File: config.mk
export PLATFORM = sky130hd
export DESIGN_NAME = ddo_mul
export DESIGN_NICKNAME = d
export VERILOG_FILES = /design/src/design/ddo_pkg.sv /design/src/design/ddo_mul.sv
export SDC_FILE = /design/constraint.sdc
export NUM_CORES = 2
export LEC_CHECK = 0
export BUFFER_PORTS_ARGS = -buffer_cell sky130_fd_sc_hd__buf_2
export CORE_MARGIN = 2
export CORE_UTILIZATION = 55
export DETAILED_ROUTE_END_ITERATION = 16
export PLACE_DENSITY_LB_ADDON = 0.12
export SETUP_SLACK_MARGIN = 0.4
export SLEW_MARGIN = 20
export SYNTH_ARGS = -nofsm -noshare
export SYNTH_HDL_FRONTEND = slang
export SYNTH_SLANG_ARGS = --single-unit
File: constraint.sdc
create_clock -name clk -period 13 [get_ports clk]
set_input_delay 2.6 -clock clk [delete_from_list [all_inputs] [get_ports clk]]
set_output_delay 2.6 -clock clk [all_outputs]
set_load 0.03 [all_outputs]
File: src/design/ddo_pkg.sv
// ----------------------------------------------------------------------------
// Differential drive odometry package
// Shared widths, register indexes, CORDIC constants and the arctangent table.
// ----------------------------------------------------------------------------
package ddo_pkg;

    localparam int TICK_W    = 16;
    localparam int CFG_W     = 24;
    localparam int CFG_IDX_W = 2;
    localparam int ANGLE_W   = 32;
    localparam int POS_W     = 32;
    localparam int HEAD_W    = 16;
    localparam int TOTAL_W   = 32;
    localparam int ACC_W     = 48;

    localparam int MUL_A_W = 25;
    localparam int MUL_B_W = 32;
    localparam int MUL_P_W = MUL_A_W + MUL_B_W;

    localparam int CORDIC_STEPS_DEF = 16;
    localparam int ATAN_TBL_LEN     = 24;
    localparam int ATAN_IDX_W       = 5;

    localparam logic signed [ANGLE_W-1:0] INV_GAIN_Q30 = 32'sd652032874;

    localparam logic [CFG_IDX_W-1:0] CFG_DISTANCE = 2'd0;
    localparam logic [CFG_IDX_W-1:0] CFG_TURN     = 2'd1;

    function automatic logic [ANGLE_W-1:0] atan_turn(input logic [ATAN_IDX_W-1:0] idx);
        logic [ANGLE_W-1:0] val;
        case (idx)
            5'd0:    val = 32'd536870912;
            5'd1:    val = 32'd316933406;
            5'd2:    val = 32'd167458907;
            5'd3:    val = 32'd85004756;
            5'd4:    val = 32'd42667331;
            5'd5:    val = 32'd21354465;
            5'd6:    val = 32'd10679838;
            5'd7:    val = 32'd5340245;
            5'd8:    val = 32'd2670163;
            5'd9:    val = 32'd1335087;
            5'd10:   val = 32'd667544;
            5'd11:   val = 32'd333772;
            5'd12:   val = 32'd166886;
            5'd13:   val = 32'd83443;
            5'd14:   val = 32'd41722;
            5'd15:   val = 32'd20861;
            5'd16:   val = 32'd10430;
            5'd17:   val = 32'd5215;
            5'd18:   val = 32'd2608;
            5'd19:   val = 32'd1304;
            5'd20:   val = 32'd652;
            5'd21:   val = 32'd326;
            5'd22:   val = 32'd163;
            5'd23:   val = 32'd81;
            default: val = '0;
        endcase
        return val;
    endfunction

endpackage

File: src/design/ddo_mul.sv
// ----------------------------------------------------------------------------
// Shared signed multiplier
// One 25 by 32 bit signed multiplier with a registered product.
// ----------------------------------------------------------------------------
module ddo_mul
    import ddo_pkg::*;
(
    input  logic                      clk,
    input  logic signed [MUL_A_W-1:0] mul_a,
    input  logic signed [MUL_B_W-1:0] mul_b,
    output logic signed [MUL_P_W-1:0] prod
);

    logic signed [MUL_P_W-1:0] prod_reg;

    always_ff @(posedge clk)
    begin
        prod_reg <= MUL_P_W'(mul_a) * MUL_P_W'(mul_b);
    end

    assign prod = prod_reg;

endmodule

==> results.sh <==
export IMPL_outcome="completed"
export IMPL_syn_area_per_cell_um2=9.25
export IMPL_hold_start="mul_a[0]"
export IMPL_gr_total_overflow=0
export IMPL_critical_path_endpoint_type="flip-flop"
export IMPL_fmax_mhz=94.1
export IMPL_final_nets=4218
export IMPL_post_cts_setup_buffer_count=0
export IMPL_crit_arrival_ns=10.90
export IMPL_drive_gt1_share_pct=4.95
export IMPL_largest_reg_flops=57
export IMPL_syn_area_mm2=0.0296
export IMPL_ys_types=63
export IMPL_synth_warnings=0
export IMPL_gp_congestion=0.885
export IMPL_relSlewSlack_pct=36.4
export IMPL_avgViaCountPerCell=5.35
export IMPL_drc=0
export IMPL_antenna_found_initial=4
export IMPL_synthArstFlopShare_pct=0
export IMPL_tns_ns=0
export IMPL_finalSetupViolations=0
export IMPL_fin_crit_ns=10.62
export IMPL_worstSetupPathType="primary input to flip-flop"
export IMPL_drt_pass1_iter_count=7
export IMPL_yosys_top_cells_area="fa_1, inv_1, and2_1, ha_1, nand2_1"
export IMPL_totalWireLength_um=75800
export IMPL_cts_max_path_buffers=2
export IMPL_vias=20800
export IMPL_synth_edf_count=0
export IMPL_cp_required_ns=13.28
export IMPL_numCtsBuffers=9
export IMPL_nFillCells=4849
export IMPL_layout_commonest_cell="inv_1"
export IMPL_yosysTopAreaCellShare_pct=55.3
export IMPL_dieArea_mm2=0.0558
export IMPL_path_max_fanout=25
export IMPL_hold_viol=0
export IMPL_ys_seq_elements=57
export IMPL_die_h_um=236
export IMPL_initial_utilization_pct=55.4
export IMPL_startpoint="mul_b[31]"
export IMPL_yosys_area_top_type="fa_1"
export IMPL_drt_initial_drc_count=1206
export IMPL_htreeDepth=3
export IMPL_stdcell_area_mm2=0.0309
export IMPL_place_area_mm2=0.0306
export IMPL_cts_sinks=57
export IMPL_final_max_slew_viol_count=0
export IMPL_die_w_um=236
export IMPL_dpl_hpwl_um=61400
export IMPL_grt_start_max_net_pins=33
export IMPL_cts_tree="done"
export IMPL_cts_hold_buf=0
export IMPL_final_cell_mix="inv_1, fa_1, nand2_1, and2_1, ha_1"
export IMPL_root_buffer="clkbuf_16"
export IMPL_max_cap_violations=0
export IMPL_rsz0062_at_grt="no"
export IMPL_post_cts_resized=0
export IMPL_grt_total_usage_pct=29.3
export IMPL_min_to="prod[0]"
export IMPL_fp_row_count=85
export IMPL_clkTransAtPathRegs_ns=0.07
export IMPL_synthesis_nets=4236
export IMPL_hold_path_depth=2
export IMPL_wl_per_cell_um=19.5
export IMPL_core_mm2=0.0535
export IMPL_syn2layout_area_growth_pct=4.39
export IMPL_ys_flop_type="dfxtp_1"
export IMPL_grt_pass1_wl_um=126000
export IMPL_num_io_pins=115
export IMPL_synth_seq_area_share_pct=3.85
export IMPL_grt_pass1_vias=23300
export IMPL_max_slew_worst_pin_slew_ns=0.952
export IMPL_start_kind="primary input"
export IMPL_ant_nets=0
export IMPL_finalCritPeriodShare_pct=81.7
export IMPL_min_path_type="primary input to flip-flop"
export IMPL_syn_inst=3204
export IMPL_placement_io_buffers=114
==> worst max path at each step <==
stage	to	depth (start not counted)	slack [ns]
3_3_place_gp	prod[55]	21	1.99
2_1_floorplan	prod[55]	24	4.05
3_5_place_dp	prod[55]	21	2.01
6_report	prod[53]	21	2.38
4_1_cts	prod[55]	21	2.41
5_1_grt	prod[53]	21	2.06
==> layout make-up <==
class,count,area [um2],area share (%)
flip-flops and latches,57,1140,3.69
multi-input cells,2134,24700,79.9
diodes,1,2.50,0.00809
clock inverters,5,103,0.332
well taps,696,871,2.81
repair buffers,124,646,2.09
inverters,860,3230,10.4
clock buffers,11,243,0.785
==> critical path, cell delays in order <==
cell	delay [ns]
buf_2	0.51
nand2_1	0.23
inv_1	0.19
fa_1	0.58
fa_1	0.49
fa_1	1.03
inv_1	0.39
fa_1	0.58
inv_1	0.05
fa_1	0.57
fa_1	0.45
ha_1	0.44
and3_1	0.36
nand2_1	0.09
nor2_1	0.26
nand2_1	0.24
a311oi_2	0.78
o21ai_0	0.28
and4b_1	0.26
or3_1	0.37
o311ai_0	0.11
==> synth_stat cells, drive strengths merged (3+ instances only) <==
master,number
inv,860
fa,819
nand2,410
and2,398
ha,155
clkbuf,148
dfxtp,57
a21oi,52
nor2,50
xnor2,45
o21ai,42
a21o,27
xor2,15
nand2b,14
nand3,13
a31oi,9
nand4,9
a211oi,6
and3,6
nor3,6
buf,5
o21bai,5
a211o,4
o21a,4
or3,4
a311oi,3
a41oi,3
nor2b,3
o31ai,3
==> per-stage QoR <==
step           setup slack [ns]  hold slack, ns  std cells  util (%)
6_report                   2.38            2.79       3888      57.8
3_5_place_dp               2.01            3.03       3871      57.2
5_1_grt                    2.06            2.81       3887      57.8
4_1_cts                    2.41            2.77       3887      57.8
2_1_floorplan              4.05            2.73       3204         -
3_3_place_gp               1.99            3.04       3870      57.2
==> routing by layer <==
| metal | up-vias | GRT usage (%) | wire length, um |
|---|---|---|---|
| met1 | 10900 | 39.2 | 31200 |
| met2 | 725 | 49.2 | 37100 |
| met4 | 6 | 9.72 | 2470 |
| met5 | - | 0 | 32 |
| met3 | 131 | 4.67 | 4990 |
| li1 | 9051 | - | - |
==> cell families after synthesis <==
| kind of cell | count (synthesis) | share of synthesized area (%) |
|---|---|---|
| flip-flops | 57 | 3.85 |
| XOR/XNOR | 60 | 1.77 |
| buffers and inverters | 1013 | 12.8 |
| AO/OA/AOI/OAI | 179 | 4.13 |
| AND/OR/NAND/NOR | 921 | 15.5 |
| adder cells (fa/ha/maj) | 974 | 61.9 |
Power is left out: the tool's default activity adds up to more than one toggle a clock period on the data nets, which glitch-free logic cannot reach.
