<file path="config.mk">
export PLATFORM = sky130hd
export DESIGN_NAME = ddo_cordic
export DESIGN_NICKNAME = d
export VERILOG_FILES = /design/src/design/ddo_pkg.sv /design/src/design/ddo_cordic.sv
export SDC_FILE = /design/constraint.sdc
export NUM_CORES = 1
export LEC_CHECK = 0
export BUFFER_PORTS_ARGS = -buffer_cell sky130_fd_sc_hd__buf_2
export CAP_MARGIN = 10
export CORE_MARGIN = 1.5
export CORE_UTILIZATION = 65
export CTS_CLUSTER_DIAMETER = 100
export CTS_CLUSTER_SIZE = 25
export DETAILED_ROUTE_END_ITERATION = 8
export PLACE_DENSITY = 0.86
export RECOVER_POWER = 100
export SKIP_CTS_REPAIR_TIMING = 1
export SLEW_MARGIN = 40
export SYNTH_ARGS = -nofsm -noshare
export SYNTH_HDL_FRONTEND = slang
export SYNTH_SLANG_ARGS = --single-unit
</file>
<file path="constraint.sdc">
create_clock -name clk -period 21.8 [get_ports clk]
set_input_delay 1.09 -clock clk [delete_from_list [all_inputs] [get_ports clk]]
set_output_delay 1.09 -clock clk [all_outputs]
set_load 0.05 [all_outputs]
</file>
<file path="src/design/ddo_pkg.sv">
// ----------------------------------------------------------------------------
// Differential drive odometry package
// Shared widths, register indexes, CORDIC constants and the arctangent table.
// ----------------------------------------------------------------------------
package ddo_pkg;

    localparam int TICK_W    = 16;
    localparam int CFG_W     = 24;
    localparam int CFG_IDX_W = 2;
    localparam int ANGLE_W   = 32;
    localparam int POS_W     = 32;
    localparam int HEAD_W    = 16;
    localparam int TOTAL_W   = 32;
    localparam int ACC_W     = 48;

    localparam int MUL_A_W = 25;
    localparam int MUL_B_W = 32;
    localparam int MUL_P_W = MUL_A_W + MUL_B_W;

    localparam int CORDIC_STEPS_DEF = 16;
    localparam int ATAN_TBL_LEN     = 24;
    localparam int ATAN_IDX_W       = 5;

    localparam logic signed [ANGLE_W-1:0] INV_GAIN_Q30 = 32'sd652032874;

    localparam logic [CFG_IDX_W-1:0] CFG_DISTANCE = 2'd0;
    localparam logic [CFG_IDX_W-1:0] CFG_TURN     = 2'd1;

    function automatic logic [ANGLE_W-1:0] atan_turn(input logic [ATAN_IDX_W-1:0] idx);
        logic [ANGLE_W-1:0] val;
        case (idx)
            5'd0:    val = 32'd536870912;
            5'd1:    val = 32'd316933406;
            5'd2:    val = 32'd167458907;
            5'd3:    val = 32'd85004756;
            5'd4:    val = 32'd42667331;
            5'd5:    val = 32'd21354465;
            5'd6:    val = 32'd10679838;
            5'd7:    val = 32'd5340245;
            5'd8:    val = 32'd2670163;
            5'd9:    val = 32'd1335087;
            5'd10:   val = 32'd667544;
            5'd11:   val = 32'd333772;
            5'd12:   val = 32'd166886;
            5'd13:   val = 32'd83443;
            5'd14:   val = 32'd41722;
            5'd15:   val = 32'd20861;
            5'd16:   val = 32'd10430;
            5'd17:   val = 32'd5215;
            5'd18:   val = 32'd2608;
            5'd19:   val = 32'd1304;
            5'd20:   val = 32'd652;
            5'd21:   val = 32'd326;
            5'd22:   val = 32'd163;
            5'd23:   val = 32'd81;
            default: val = '0;
        endcase
        return val;
    endfunction

endpackage

</file>
<file path="src/design/ddo_cordic.sv">
// ----------------------------------------------------------------------------
// Iterative CORDIC rotator
// Computes cosine and sine in Q30 of a 32-bit binary angle, one rotation per cycle.
// ----------------------------------------------------------------------------
module ddo_cordic
    import ddo_pkg::*;
#(
    parameter int STEPS = CORDIC_STEPS_DEF
)
(
    input  logic                      clk,
    input  logic                      rst_n,
    input  logic                      start,
    input  logic [ANGLE_W-1:0]        angle,
    output logic                      result_valid,
    output logic signed [ANGLE_W-1:0] cos_out,
    output logic signed [ANGLE_W-1:0] sin_out
);

    localparam int STEP_W = $clog2(STEPS);

    typedef enum logic {C_IDLE, C_RUN} cordic_state_t;

    cordic_state_t             state_reg;
    logic [STEP_W-1:0]         step_reg;
    logic signed [ANGLE_W-1:0] x_reg;
    logic signed [ANGLE_W-1:0] y_reg;
    logic signed [ANGLE_W-1:0] z_reg;
    logic                      flip_reg;
    logic                      valid_reg;
    logic signed [ANGLE_W-1:0] cos_reg;
    logic signed [ANGLE_W-1:0] sin_reg;

    logic [ANGLE_W-1:0]        angle_quarter;
    logic [ANGLE_W-1:0]        angle_folded;
    logic signed [ANGLE_W-1:0] x_shift;
    logic signed [ANGLE_W-1:0] y_shift;
    logic signed [ANGLE_W-1:0] atan_val;
    logic                      rot_pos;
    logic signed [ANGLE_W-1:0] x_next;
    logic signed [ANGLE_W-1:0] y_next;
    logic signed [ANGLE_W-1:0] z_next;

    // Angles in the back half-plane are turned by half a turn and the result negated.
    assign angle_quarter = angle + 32'h4000_0000;
    assign angle_folded  = angle_quarter[ANGLE_W-1] ? angle + 32'h8000_0000 : angle;

    assign x_shift  = x_reg >>> step_reg;
    assign y_shift  = y_reg >>> step_reg;
    assign atan_val = $signed(atan_turn(ATAN_IDX_W'(step_reg)));
    assign rot_pos  = ~z_reg[ANGLE_W-1];
    assign x_next   = rot_pos ? x_reg - y_shift : x_reg + y_shift;
    assign y_next   = rot_pos ? y_reg + x_shift : y_reg - x_shift;
    assign z_next   = rot_pos ? z_reg - atan_val : z_reg + atan_val;

    always_ff @(posedge clk or negedge rst_n)
    begin
        if (!rst_n)
        begin
            state_reg <= C_IDLE;
            step_reg  <= '0;
            x_reg     <= '0;
            y_reg     <= '0;
            z_reg     <= '0;
            flip_reg  <= 1'b0;
            valid_reg <= 1'b0;
            cos_reg   <= '0;
            sin_reg   <= '0;
        end
        else
        begin
            case (state_reg)
                C_IDLE:
                begin
                    if (start)
                    begin
                        state_reg <= C_RUN;
                        step_reg  <= '0;
                        x_reg     <= INV_GAIN_Q30;
                        y_reg     <= '0;
                        z_reg     <= $signed(angle_folded);
                        flip_reg  <= angle_quarter[ANGLE_W-1];
                        valid_reg <= 1'b0;
                    end
                end
                C_RUN:
                begin
                    x_reg    <= x_next;
                    y_reg    <= y_next;
                    z_reg    <= z_next;
                    step_reg <= step_reg + 1'b1;
                    if (step_reg == STEP_W'(STEPS - 1))
                    begin
                        state_reg <= C_IDLE;
                        valid_reg <= 1'b1;
                        cos_reg   <= flip_reg ? -x_next : x_next;
                        sin_reg   <= flip_reg ? -y_next : y_next;
                    end
                end
                default:
                begin
                    state_reg <= C_IDLE;
                end
            endcase
        end
    end

    assign result_valid = valid_reg;
    assign cos_out      = cos_reg;
    assign sin_out      = sin_reg;

endmodule

</file>
==> impl_metrics.py, run 1 <==
metrics = {
    "synth": {
        "ys_warn_count": 0,
        "ys_seq_elements": 167,
        "synth_cells": 2379,
        "synth_seq_area_share": 0.217,
        "synth_cell_type_count": 101,
        "async_reset_ff_frac": 1.00,
        "synth_top_family_by_area": "compound AO/OA/AOI/OAI gates",
        "synth_compound_area_frac": 0.245,
        "synthAdderAreaFrac": 0.0733,
        "muxShareOfSynthArea": 0.140,
        "synth_xor_area_frac": 0.0955,
        "avgSynthCellArea_um2": 8.09,
        "synth_area_um2": 19300,
        "synth-edff-count": 0,
        "dominantRegCellSynth": "dfrtp_1",
        "synth_nets": 2525,
        "yosys.area_share.simple": 0.186,
    },
    "cts": {
        "clockBufferDepth": 2,
        "ctsRootBufferMaster": "clkbuf_16",
        "cts_tree": "done",
        "clkLatencyLatePin_ps": 460,
        "cts_made_buffers": 17,
        "clk_pin_slew_ps": 80,
        "h-tree-depth": 4,
        "cts.sinks": 167,
    },
    "critical_path": {
        "r2r_start": "step_reg[1]",
        "r2r-end": "sin_out[31]",
        "reg2regPathDepth": 19,
        "cp_top_family": "compound AO/OA/AOI/OAI gates",
        "worst_setup_path_end_kind": "flop",
        "reg2reg_slack_ps": 10780,
        "cp_cell_sequence": "clkbuf_1, o21ai_0, o21ai_0, nand2b_1, o31ai_1, ha_1, a21oi_1, ha_1, nor2b_1, o31a_1, or2_0, a211o_1, a2111oi_0, or4b_1, nor4_1, nand3_1, o41ai_1, xnor2_1, mux2_2",
        "crit_type": "flop to flop",
        "cp.required_ps": 22130,
        "cp-start-kind": "flop",
        "critical_path_buf_inv_count": 1,
        "crit_slowest_cell": "clkbuf_1",
        "crit_fanout": 54,
        "max_stage_delay_ps": 2410,
        "cp_data_arrival_time_ps": 11360,
    },
    "finish": {
        "fin_nets": 2522,
        "drive_above_1_share": 0.0950,
        "final_common_cell": "nand2_1",
        "final_area_um2": 20200,
        "area_growth_pct": 5.04,
        "layout_common_cells": "nand2_1, o21ai_0, dfrtp_1, a21oi_1, nor2_1",
        "antenna-diode-count": 0,
    },
    "timing": {
        "period_share": 0.506,
        "holdWs_ps": 468,
        "skew_ps": 20.0,
        "slew_viol_final": 385,
        "rsz0062_at_grt": "false",
        "worst_pin_slew_ps": 5350,
        "achievable-frequency_mhz": 90.7,
        "finalHoldViolCount": 0,
        "setup_violations": 0,
        "setup_tns_ps": 0,
        "post-route-min-period_ps": 11020,
        "slew_headroom": -2.57,
        "fin_ws_ps": 10780,
    },
    "die": {
        "fp.dieH_um": 175,
        "die_w_um": 175,
        "start_util": 0.665,
        "ios": 100,
        "rows": 62,
        "core_area_um2": 28900,
        "dieArea_um2": 30700,
    },
    "detailed_routing": {
        "wirelength_um": 63700,
        "vias_per_cell": 6.90,
        "num_vias": 19132,
        "wl_met2_um": 28000,
        "ant_nets": 0,
        "top_layer": "met4",
        "dr.first_iter.drc_count": 2293,
        "wl_per_cell_um": 23.0,
        "met3WireLength_um": 6700,
        "drc": 0,
        "dr.pass1.iters": 8,
        "met1Wirelength_um": 26200,
    },
    "flow_run": {
        "maxCapViolations": 7,
    },
    "placed_design": {
        "io_buffer_count": 99,
        "place_ws_ps": 13970,
        "placed_cell_area_um2": 19800,
        "place.gp.congestion": 1.05,
        "dpl.hpwl_um": 47900,
    },
    "worst_hold_path": {
        "min_path_type": "flop to flop",
        "min_to": "sin_out[2]",
        "min-delay-start": "sin_out[2]",
        "whs_path_depth": 2,
    },
    "global_route": {
        "grt_pass1_vias": 18117,
        "grt_pass1_wl_um": 100000,
        "grt.total_usage": 0.413,
        "overflow": 0,
        "antenna_found_initial": 0,
        "grt_max_degree": 126,
    },
    "status": {
        "status": "finished, violations left",
        "violations": "capacitance limit, slew limit",
    },
}
## how the worst max path moves through the flow
stage | startpoint | cells after the start | slack, ps | to
5_1_grt | step_reg[1] | 21 | 10030 | cos_out[30]
3_3_place_gp | step_reg[1] | 20 | 13940 | cos_out[29]
4_1_cts | step_reg[1] | 21 | 13920 | cos_out[30]
3_5_place_dp | step_reg[1] | 21 | 13970 | cos_out[30]
2_1_floorplan | step_reg[2] | 29 | 14570 | sin_out[31]
6_report | step_reg[1] | 19 | 10780 | sin_out[31]
## cells in the mapped netlist (23+ instances only)
cell        n  area, µm²
buf_1      35        131
a21oi_1   147        736
buf_2      26        130
o21a_1     27        203
mux4_2     48       1080
and2_1     28        175
o21ai_0   223       1120
a211oi_1   23        173
nor2b_1    25        156
o22ai_1    29        181
mux2_2     58        653
dfrtp_1   167       4180
ha_1      108       1350
nand3_1    39        195
a31oi_1    24        150
nor3_1     56        280
xor2_1     93        815
o31ai_1    25        188
a21o_1     55        413
inv_1      46        173
mux2i_1    97        971
xnor2_1   117       1020
clkbuf_1   72        270
nor2_1    140        526
nand2_1   335       1260
## kinds of logic after synthesis
group	Yosys count
multiplexers	203
buffers and inverters	195
flip-flops	167
AND/OR/NAND/NOR	763
AO/OA/AOI/OAI	730
adder cells (fa/ha/maj)	111
XOR/XNOR	210
## cell type report
class | count | area [µm²]
fill | 2388 | 8710
inverter | 49 | 184
clock buffer | 18 | 439
sequential | 167 | 4190
timing repair buffer | 124 | 577
clock inverter | 14 | 161
multi-input combinational | 2017 | 14200
tap | 384 | 480
## per-layer routing
metal | track usage | vias to the layer above
li1 | - | 8773
met1 | 0.556 | 9042
met2 | 0.646 | 1108
met3 | 0.0807 | 209
met4 | 0.180 | 0
met5 | 0 | -
## worst register-to-register path: stages, from the launching register on
cell and delay [ps]:
dfrtp_1 1710, clkbuf_1 2420, o21ai_0 640, o21ai_0 370
nand2b_1 140, o31ai_1 100, ha_1 310, a21oi_1 290
ha_1 290, nor2b_1 150, o31a_1 290, or2_0 230
a211o_1 310, a2111oi_0 1290, or4b_1 640, nor4_1 630
nand3_1 260, o41ai_1 430, xnor2_1 110, mux2_2 280
## stage by stage
step	cells	utilization
final	2773	0.699
after global placement	2741	0.684
after CTS	2773	0.706
after global routing	2773	0.699
after floorplan	2379	-
after detailed placement	2741	0.685
Power of run 1 is left out: the tool's default activity adds up to more than one toggle a clock period on the data nets, which glitch-free logic cannot reach.
==> inputs of run 2 (changes only) <==
--- a/config.mk
+++ b/config.mk
@@ -8,11 +8,11 @@
 export BUFFER_PORTS_ARGS = -buffer_cell sky130_fd_sc_hd__buf_2
 export CAP_MARGIN = 10
 export CORE_MARGIN = 1.5
-export CORE_UTILIZATION = 65
+export CORE_UTILIZATION = 64
 export CTS_CLUSTER_DIAMETER = 100
 export CTS_CLUSTER_SIZE = 25
 export DETAILED_ROUTE_END_ITERATION = 8
-export PLACE_DENSITY = 0.86
+export PLACE_DENSITY = 0.85
 export RECOVER_POWER = 100
 export SKIP_CTS_REPAIR_TIMING = 1
 export SLEW_MARGIN = 40
==> constraint.sdc (replaced) <==
create_clock -name clk -period 10.96 [get_ports clk]
set_input_delay 0.548 -clock clk [delete_from_list [all_inputs] [get_ports clk]]
set_output_delay 0.548 -clock clk [all_outputs]
set_load 0.05 [all_outputs]
==> run 2 against run 1 <==
Against the previous run: highest routed layer is now met5; critical path depth increased by 3; non-clock buffer count grew 2; the run still ends with capacitance limit, slew limit left; clock-buffer cell count did not move; core utilization fell by 1.5 points; global-route usage fell by 0.92 points; critical path type unchanged.
==> impl_metrics.py, run 2 (synthesis gave the netlist of run 1 again) <==
metrics = {
    "cts": {
        "cts_made_buffers": 17,
        "cts.sinks": 167,
        "clkLatencyLatePin_ps": 470,
        "cts_tree": "done",
        "clockBufferDepth": 2,
        "h-tree-depth": 4,
        "ctsRootBufferMaster": "clkbuf_16",
        "clk_pin_slew_ps": 80,
    },
    "timing": {
        "period_share": 0.819,
        "rsz0062_at_grt": "false",
        "finalHoldViolCount": 0,
        "setup_violations": 0,
        "post-route-min-period_ps": 8980,
        "achievable-frequency_mhz": 111,
        "skew_ps": 9.77,
        "setup_tns_ps": 0,
        "slew_viol_final": 268,
        "worst_pin_slew_ps": 3510,
        "slew_headroom": -1.34,
    },
    "finish": {
        "drive_above_1_share": 0.0966,
        "layout_common_cells": "nand2_1, o21ai_0, dfrtp_1, a21oi_1, nor2_1",
        "n_fill_cell": 2544,
        "fin_nets": 2524,
        "area.sequential_um2": 4190,
        "area_growth_pct": 5.36,
        "antenna-diode-count": 0,
        "final_common_cell": "nand2_1",
        "multi_input_area_um2": 14200,
    },
    "critical_path": {
        "r2r-end": "cos_out[28]",
        "worst_setup_path_end_kind": "flop",
        "crit_type": "flop to flop",
        "cp_data_arrival_time_ps": 9310,
        "reg2reg_slack_ps": 1980,
        "crit_fanout": 36,
        "cp-start-kind": "flop",
        "r2r_start": "step_reg[0]",
        "reg2regPathDepth": 22,
        "crit_start": "step_reg[0]",
        "timing.critical_path.to": "cos_out[28]",
        "cp.required_ps": 11290,
    },
    "placed_design": {
        "place.gp.congestion": 1.05,
        "io_buffer_count": 99,
        "dpl.hpwl_um": 47300,
    },
    "die": {
        "core_area_um2": 29600,
        "rows": 63,
        "dieArea_um2": 31100,
        "fp.dieH_um": 176,
        "ios": 100,
        "start_util": 0.650,
        "die_w_um": 176,
    },
    "global_route": {
        "overflow": 0,
        "grt_pass1_wl_um": 98400,
        "grt_pass1_vias": 18127,
        "grt_max_degree": 126,
        "grt.total_usage": 0.404,
        "antenna_found_initial": 1,
    },
    "worst_hold_path": {
        "min_path_type": "primary input to flop",
    },
    "detailed_routing": {
        "num_vias": 19275,
        "dr.first_iter.drc_count": 2207,
        "dr.pass1.iters": 6,
        "ant_nets": 0,
        "wirelength_um": 62600,
        "wl_per_cell_um": 22.5,
        "drc": 0,
        "vias_per_cell": 6.93,
    },
    "status": {
        "status": "finished, violations left",
        "violations": "capacitance limit, slew limit",
    },
    "flow_run": {
        "maxCapViolations": 5,
    },
}
## run 2: changes by cell type in the layout (fill, tap and decap cells not counted), moves of 2 or more
| cell | change |
|---|---|
| buf_6 | -2 |
| inv_6 | -2 |
| clkbuf_1 | +2 |
| buf_4 | +2 |
| clkinvlp_4 | +2 |
## run 2: worst min-delay path by stage
stage,startpoint,to,slack [ps],cells after the start
final,angle[14],z_reg[14],350,3
after global routing,angle[11],z_reg[11],390,3
after CTS,rst_n,z_reg[22],70,1
after detailed placement,sin_out[2],sin_out[2],460,2
after global placement,sin_out[2],sin_out[2],450,2
after floorplan,rst_n,cos_out[0],250,0
## run 2: worst max-delay path, cell delays in order (launching register included)
cell and delay (ps):
dfrtp_2 350, clkbuf_1 1460, inv_1 830, buf_4 490
mux2_1 380, or2_2 280, o2bb2a_1 310, nor4_1 390
nand2_1 170, nor2_1 210, a21oi_1 110, xnor2_1 170
ha_1 390, a21o_1 260, or3_1 360, a2111oi_0 390
a211oi_1 160, a211oi_1 390, or4b_4 570, or4_4 580
o21ai_0 240, xor2_1 210, o21ai_1 80
## run 2: routing by layer
| layer | GRT usage | vias up | wire length (µm) |
|---|---|---|---|
| li1 | - | 8761 | - |
| met1 | 0.548 | 9181 | 25700 |
| met2 | 0.620 | 1108 | 27300 |
| met3 | 0.0812 | 221 | 6600 |
| met4 | 0.185 | 4 | 2980 |
| met5 | 0 | - | 28 |
## run 2: metrics by stage
step / worst slack, ps / area (µm²) / hold WS, ps / util / instances
CTS: 3130 / 20500 / 66.4 / 0.690 / 2781
floorplan: 3730 / 19300 / 252 / - / 2379
detailed placement: 3150 / 19900 / 460 / 0.670 / 2749
finish: 1980 / 20300 / 351 / 0.684 / 2781
global route: 1350 / 20300 / 392 / 0.684 / 2781
global placement: 3120 / 19800 / 447 / 0.668 / 2748
## run 2: cell type report
type / count / area share
inverter: 49 / 0.00907
clock buffer: 18 / 0.0212
timing repair buffer: 126 / 0.0296
multi-input combinational: 2017 / 0.701
sequential: 167 / 0.207
clock inverter: 14 / 0.00826
tap: 390 / 0.0241
Power of run 2 is left out for the same reason.
